==> src/rtl/mfbp_pkg.sv <==
// ----------------------------------------------------------------------------
// mfbp_pkg
// Shared types and constants of the microphone frame buffer pool.
// ----------------------------------------------------------------------------
package mfbp_pkg;

   localparam int FRAMES    = 4;
   localparam int FRAME_LEN = 1024;
   localparam int MICS      = 8;
   localparam int SAMPLE_W  = 24;
   localparam int SLOT_W    = 2;
   localparam int ROW_W     = 10;
   localparam int ID_W      = 32;
   localparam int TIME_W    = 64;
   localparam int MIC_W     = MICS * SAMPLE_W;
   localparam int ROW_BITS  = $clog2(FRAME_LEN);
   localparam int FRM_BITS  = $clog2(FRAMES);
   localparam int ADDR_W    = FRM_BITS + ROW_BITS;
   localparam int FILL_W    = ROW_BITS + 1;
   localparam int DEPTH     = FRAMES * FRAME_LEN;

   localparam int REQ_DATA_W = 272;
   localparam int RSP_DATA_W = 336;

   typedef enum logic [1:0] {
      SLOT_FREE, SLOT_WRITING, SLOT_READY, SLOT_READING
   } slot_state_type;

   typedef enum logic [1:0] {
      OP_PUSH, OP_ACQUIRE, OP_RELEASE, OP_READ
   } op_type;

   typedef enum logic [2:0] {
      STAT_STORED, STAT_COMPLETE, STAT_DROPPED, STAT_OVERFLOW,
      STAT_GRANTED, STAT_NONE_READY, STAT_RELEASED, STAT_READ
   } status_type;

   typedef enum logic [1:0] {
      BLK_NORMAL, BLK_DROP, BLK_DISCARD
   } blk_mode_type;

   typedef enum logic {
      BK_IDLE, BK_EXEC
   } back_state_type;

   typedef struct packed {
      op_type              op;
      logic                block_start;
      logic [TIME_W-1:0]   time_us;
      logic [MIC_W-1:0]    mics;
      logic [SLOT_W-1:0]   slot;
      logic [ROW_W-1:0]    row;
   } cmd_type;

   typedef struct packed {
      status_type          status;
      logic [SLOT_W-1:0]   slot;
      logic [ID_W-1:0]     frame_number;
      logic [TIME_W-1:0]   frame_time_us;
      logic [ROW_W-1:0]    row;
      logic [MIC_W-1:0]    mics;
      logic [ID_W-1:0]     dropped_blocks;
   } result_type;

endpackage

==> src/rtl/mfbp_front.sv <==
// ----------------------------------------------------------------------------
// mfbp_front
// Accepts request transactions, decodes the mode and queues the commands.
// ----------------------------------------------------------------------------
module mfbp_front (
   input  logic                           clock,
   input  logic                           reset,
   input  logic                           req_tvalid,
   output logic                           req_tready,
   input  logic [mfbp_pkg::REQ_DATA_W-1:0] req_tdata,
   input  logic [1:0]                     req_tuser,
   output logic                           cmd_valid,
   input  logic                           cmd_ready,
   output mfbp_pkg::cmd_type              cmd
);

   mfbp_pkg::cmd_type q_ff [2];
   logic              wr_ptr_ff, wr_ptr_in;
   logic              rd_ptr_ff, rd_ptr_in;
   logic [1:0]        count_ff, count_in;
   mfbp_pkg::cmd_type dec;
   logic              push, pop;

   always_comb begin
      dec.op          = mfbp_pkg::op_type'(req_tuser);
      dec.block_start = req_tdata[0];
      dec.time_us     = req_tdata[64:1];
      dec.mics        = req_tdata[256:65];
      dec.slot        = req_tdata[258:257];
      dec.row         = req_tdata[268:259];
   end

   assign req_tready = (count_ff != 2'd2);
   assign cmd_valid  = (count_ff != 2'd0);
   assign cmd        = q_ff[rd_ptr_ff];
   assign push       = req_tvalid && req_tready;
   assign pop        = cmd_valid && cmd_ready;

   always_comb begin
      wr_ptr_in = push ? ~wr_ptr_ff : wr_ptr_ff;
      rd_ptr_in = pop ? ~rd_ptr_ff : rd_ptr_ff;
      count_in  = count_ff + {1'b0, push} - {1'b0, pop};
   end

   always_ff @(posedge clock) begin
      if (reset) begin
         wr_ptr_ff <= 1'b0;
         rd_ptr_ff <= 1'b0;
         count_ff  <= 2'd0;
      end else begin
         wr_ptr_ff <= wr_ptr_in;
         rd_ptr_ff <= rd_ptr_in;
         count_ff  <= count_in;
      end
   end

   always_ff @(posedge clock) begin
      if (push) begin
         q_ff[wr_ptr_ff] <= dec;
      end
   end

endmodule

==> config.mk <==
export PLATFORM = sky130hd
export DESIGN_NAME = mfbp_front
export DESIGN_NICKNAME = d
export VERILOG_FILES = /design/src/rtl/mfbp_pkg.sv /design/src/rtl/mfbp_front.sv
export SDC_FILE = /design/constraint.sdc
export NUM_CORES = 1
export LEC_CHECK = 0
export ABC_AREA = 0
export BUFFER_PORTS_ARGS = -buffer_cell sky130_fd_sc_hd__buf_2
export CORE_UTILIZATION = 40
export CTS_BUF_LIST = sky130_fd_sc_hd__clkbuf_2
export DETAILED_ROUTE_END_ITERATION = 10
export GPL_ROUTABILITY_DRIVEN = 1
export MAX_ROUTING_LAYER = met4
export PLACE_DENSITY = 0.75
export SYNTH_ARGS = -nofsm -noshare
export SYNTH_HDL_FRONTEND = slang
export SYNTH_SLANG_ARGS = --single-unit
==> constraint.sdc <==
create_clock -name clock -period 14.33 [get_ports clock]
set_input_delay 1.433 -clock clock [delete_from_list [all_inputs] [get_ports clock]]
set_output_delay 1.433 -clock clock [all_outputs]
set_load 0.01 [all_outputs]
* After elaboration in Yosys (flattened, before gate mapping) *
Memory sizes are Yosys's and may differ from the RTL's. A register that Yosys moved wholly into a read port is not among the register bits.
Cells that the tools add are included.

word-level totals
  bits in registers = 4
  input bits = 278
  memories kept = 1
  bits in writable memories = 542
  output and inout port bits = 273

memories
  name  depth  width  rd ports  clocked after memory_dff  write ports  line              source
  q_ff  2      271    1         1                         1            mfbp_front.sv:17  mfbp_pkg::cmd_type q_ff [2];

operators by class
  eq/ne operators = 1
  reduce and logical (&&, ||, !) cells = 3
  mux-type cells = 4
  bitwise operators = 2
  add/subtract/negate cells = 2

operators with widths
  operator                                     count
  1-bit 2-to-1 mux                             4
  2-bit by 1-bit adder with 2-bit output       1
  1-bit logical AND                            2
  2-bit != test, second input constant         1
  1-bit NOT                                    2
  2-bit nonzero test                           1
  2-bit by 1-bit subtractor with 2-bit output  1

* Longest topological paths before layout *
  word-level depth = 4
  gate-level depth with buffers = 8
  gate-level depth less buffers = 8

* Least setup slack after synthesis *
No wires, ideal clock.

  kind = input-to-reg
  start = in req_tvalid
  end = mem q_ff[0][0] (netlist bit) (enable)
  stages on the path = 2
  arrival = 12,744 ps
  setup slack = 679 ps
  library setup time = 908 ps
  path buffers = 0
  cells stage by stage = nand2_1 nor2_1

between the ends
  longest elaborated chain between the ends = 3

RTL lines
  item                                    line              source
  start, declared                         mfbp_front.sv:8   input logic req_tvalid,
  1-bit logical AND                       mfbp_front.sv:36  assign push = req_tvalid && req_tready;
  1-bit 2-to-1 mux                        mfbp_front.sv:58  if (push) begin
  1-bit 2-to-1 mux (implied by the code)  mfbp_front.sv:59  q_ff[wr_ptr_ff] <= dec;
  end, declared                           mfbp_front.sv:17

No other way between the ends.

==> flow_metrics.env <==
export IMPL_final_cells=2303
export IMPL_top_layer="met4"
export IMPL_cts_tree="yes"
export IMPL_rsz0062_at_grt="no"
export IMPL_total_power_uw=4240
export IMPL_setup_tns_final_ns=0
export IMPL_ys_seq_area_share_pct=79.7
export IMPL_dr_pass1_iters=5
export IMPL_vdd_drop_max_mv=0.118
export IMPL_synth_top_cell_area_share_pct=79.2
export IMPL_cp_common_cell="buf_4"
export IMPL_slew_violations=0
export IMPL_power_density_nw_per_um2=168
export IMPL_worst_slew_pin_slew_ns=1.04
export IMPL_gp_congestion=0.797
export IMPL_area_growth_pct=22.8
export IMPL_clock_sinks=547
export IMPL_postRouteAntennaNets=0
export IMPL_viasPerCell=4.60
export IMPL_port_buffers=547
export IMPL_fp_dieArea_um2=52300
export IMPL_clk_pin_slew_worst_paths_ns=0.10
export IMPL_fin_skew_ns=0.0552
export IMPL_switching_share_pct=28.4
export IMPL_grt_pass1_vias=11517
export IMPL_core_area_um2=50400
export IMPL_hold_class="in -> reg"
export IMPL_antenna_found_initial=11
export IMPL_drt_initial_drc_count=483
export IMPL_pwr_share_seq_pct=49.0
export IMPL_crit_slowest_cell="dfxtp_4"
export IMPL_grt_max_degree=75
export IMPL_clkPwrFrac_pct=25.1
export IMPL_p_leak_uw=0.00999
export IMPL_ys_top_cells_by_area="edfxtp_1, mux2_4, mux2_2"
export IMPL_ys_types=18
export IMPL_cp_max_fo=61
export IMPL_synth_fp_nets=1147
export IMPL_dr_wl_met3_um=3390
export IMPL_final_hold_viol_count=0
export IMPL_grt_use_total_pct=16.3
export IMPL_drcViolationCount=0
export IMPL_cts_setup_buffers=0
export IMPL_clk_latency_ns=1.21
export IMPL_clk_path_buf_depth=3
export IMPL_place_detailed_hpwl_um=28300
export IMPL_setup_viol=0
export IMPL_start_util_pct=40.8
export IMPL_postSynthAreaPerCell_um2=23.7
export IMPL_num_nets_final=1815
export IMPL_cts_htree_levels=4
export IMPL_synth_top_cell_by_area="edfxtp_1"
export IMPL_crit_arrival_ns=4.48
export IMPL_die_y_um=229
export IMPL_p_int_uw=3040
export IMPL_syn_inst=867
export IMPL_max_cap_viol_count=0
export IMPL_num_rows=82
export IMPL_die_w_um=229
export IMPL_drt_total_wl_um=41800
export IMPL_combinationalPowerShare_pct=25.9
export IMPL_root_buffer="clkbuf_2"
export IMPL_cp_cell_sequence="buf_4 > buf_4 > mux2_4 > buf_2"
export IMPL_vias=10599
export IMPL_synth_seq_cells=547
export IMPL_cts_buffers=138
export IMPL_path_buf_inv=3
export IMPL_status="finished clean"
export IMPL_ctsResizeCount=0
export IMPL_fmaxAchievable_mhz=169
export IMPL_relSlewSlack_pct=30.6
export IMPL_cts_hold_buf=0
export IMPL_ys_warn_count=0
export IMPL_start_kind="register"
export IMPL_switchingPower_uw=1200
export IMPL_fillers=4189
export IMPL_grt_pass1_wl_um=62300
export IMPL_grt_ovfl_total=0
export IMPL_path_class="reg -> out"
export IMPL_fin_crit_sh_pct=41.2
export IMPL_drive_gt1_share_pct=64.3
export IMPL_placedCellCount=2067
export IMPL_dr_wl_met2_um=22400
export IMPL_wl_met1_um=15200
export IMPL_max_stage_delay_ns=0.90
export IMPL_wl_per_cell_um=18.1
export IMPL_cp_end_kind="output port"
export IMPL_critPathTopFamily="buffers and inverters"
export IMPL_required_ns=12.90
export IMPL_syn_area_um2=20600
export IMPL_min_period_ns=5.91
export IMPL_pin_count=551
[final cells by class]
| class | count | area (um2) | area share (%) |
|---|---|---|---|
| sequential | 547 | 16400 | 64.9 |
| multi-input combinational | 289 | 3900 | 15.5 |
| timing repair buffer | 558 | 2820 | 11.2 |
| clock buffer | 196 | 981 | 3.89 |
| tap | 672 | 841 | 3.33 |
| clock inverter | 27 | 289 | 1.14 |
| antenna | 13 | 32.5 | 0.129 |
| inverter | 1 | 3.75 | 0.0149 |
[sequential cells by signal, summed over array words and instances (netlist names), named ones only]
signal     flops
rd_ptr_ff      1
wr_ptr_ff      1
count_ff       2
q_ff         542
[Yosys cell counts]
cell,number
edfxtp_1,542
mux2_4,190
mux2_2,81
buf_6,22
buf_2,8
dfxtp_1,5
nor2_1,5
ha_1,2
nor2b_1,2
xnor2_1,2
and3_1,1
inv_1,1
mux2_1,1
nand2_1,1
nand2b_1,1
o21a_1,1
or2_2,1
xor2_1,1
[metrics by stage]
stage | instance area (um2) | hold slack [ns] | utilization (%) | setup slack, ns
2_1_floorplan | 20600 | 0.481 | - | 0.679
3_3_place_gp | 23900 | 0.497 | 47.5 | 9.57
3_5_place_dp | 23900 | 0.528 | 47.5 | 9.57
4_1_cts | 25200 | 0.203 | 50.1 | 8.18
5_1_grt | 25200 | 0.218 | 50.1 | 8.05
6_report | 25200 | 0.406 | 50.1 | 8.42
[worst reg2reg max path: stages (launching register included)]
cell,delay (ns)
dfxtp_1,0.39
nand2b_1,0.21
and3_4,0.76
buf_4,0.83
buf_4,0.99
[cells in the final DEF (no fill, tap or decap)]
master     instances
buf_2            547
nand2b_1           1
buf_4             11
nand2_1            1
ha_1               2
edfxtp_1         542
clkinv_2           3
dfxtp_1            4
inv_2              2
diode_2           13
dfxtp_4            1
clkbuf_2         196
nor2_1             4
clkinv_1          15
nor2_4             1
mux2_4           190
bufinv_16          7
o21a_1             1
or2_2              1
xnor2_1            2
mux2_1             1
mux2_2            81
inv_1              1
xor2_1             1
and3_4             1
nor2b_1            2
[per-layer routing]
metal | up-vias | GRT usage (%)
met5 | - | -
met4 | 0 | 7.59
met3 | 58 | 6.27
met2 | 424 | 27.7
met1 | 5217 | 16.5
li1 | 4900 | -
[worst paths after layout]
check | start | endpoint | slack [ns] | cells past startpoint
worst min register to register | rd_ptr_ff$_SDFFE_PP0P_ | rd_ptr_ff$_SDFFE_PP0P_ | 0.55 | 2
worst min-delay path | req_tdata[166] | q_ff[1][113]$_DFFE_PP_ | 0.41 | 1
worst max register to register | count_ff[0]$_SDFF_PP0_ | q_ff[1][188]$_DFFE_PP_ | 10.71 | 4
worst max-delay path | register | cmd[269] | 8.42 | 4
[cells by family (layout without fill, tap and decap cells)]
family                     Yosys count  after routing  share of synthesized area [%]
AOI/OAI and AO/OA                    1              1                         0.0365
buffers and inverters               31            782                           1.42
other                                0             13                              0
adders and majority gates            2              2                          0.122
DFF                                547            547                           79.7
and+or+nand+nor                     11             11                          0.262
muxes                              272            272                           18.4
xor gates and xnor gates             3              3                          0.128
[power groups by stage]
| stage | Sequential, uW | Combinational, uW | Clock, uW |
|---|---|---|---|
| after global routing | 2100 | 1170 | 1180 |
| after global placement | 2100 | 1110 | 0 |
| after CTS | 2080 | 1120 | 1110 |
| after floorplan | 2170 | 759 | 0 |
| final | 2080 | 1100 | 1060 |
| after detailed placement | 2120 | 1120 | 0 |
(Power assumes the default switching activity.)
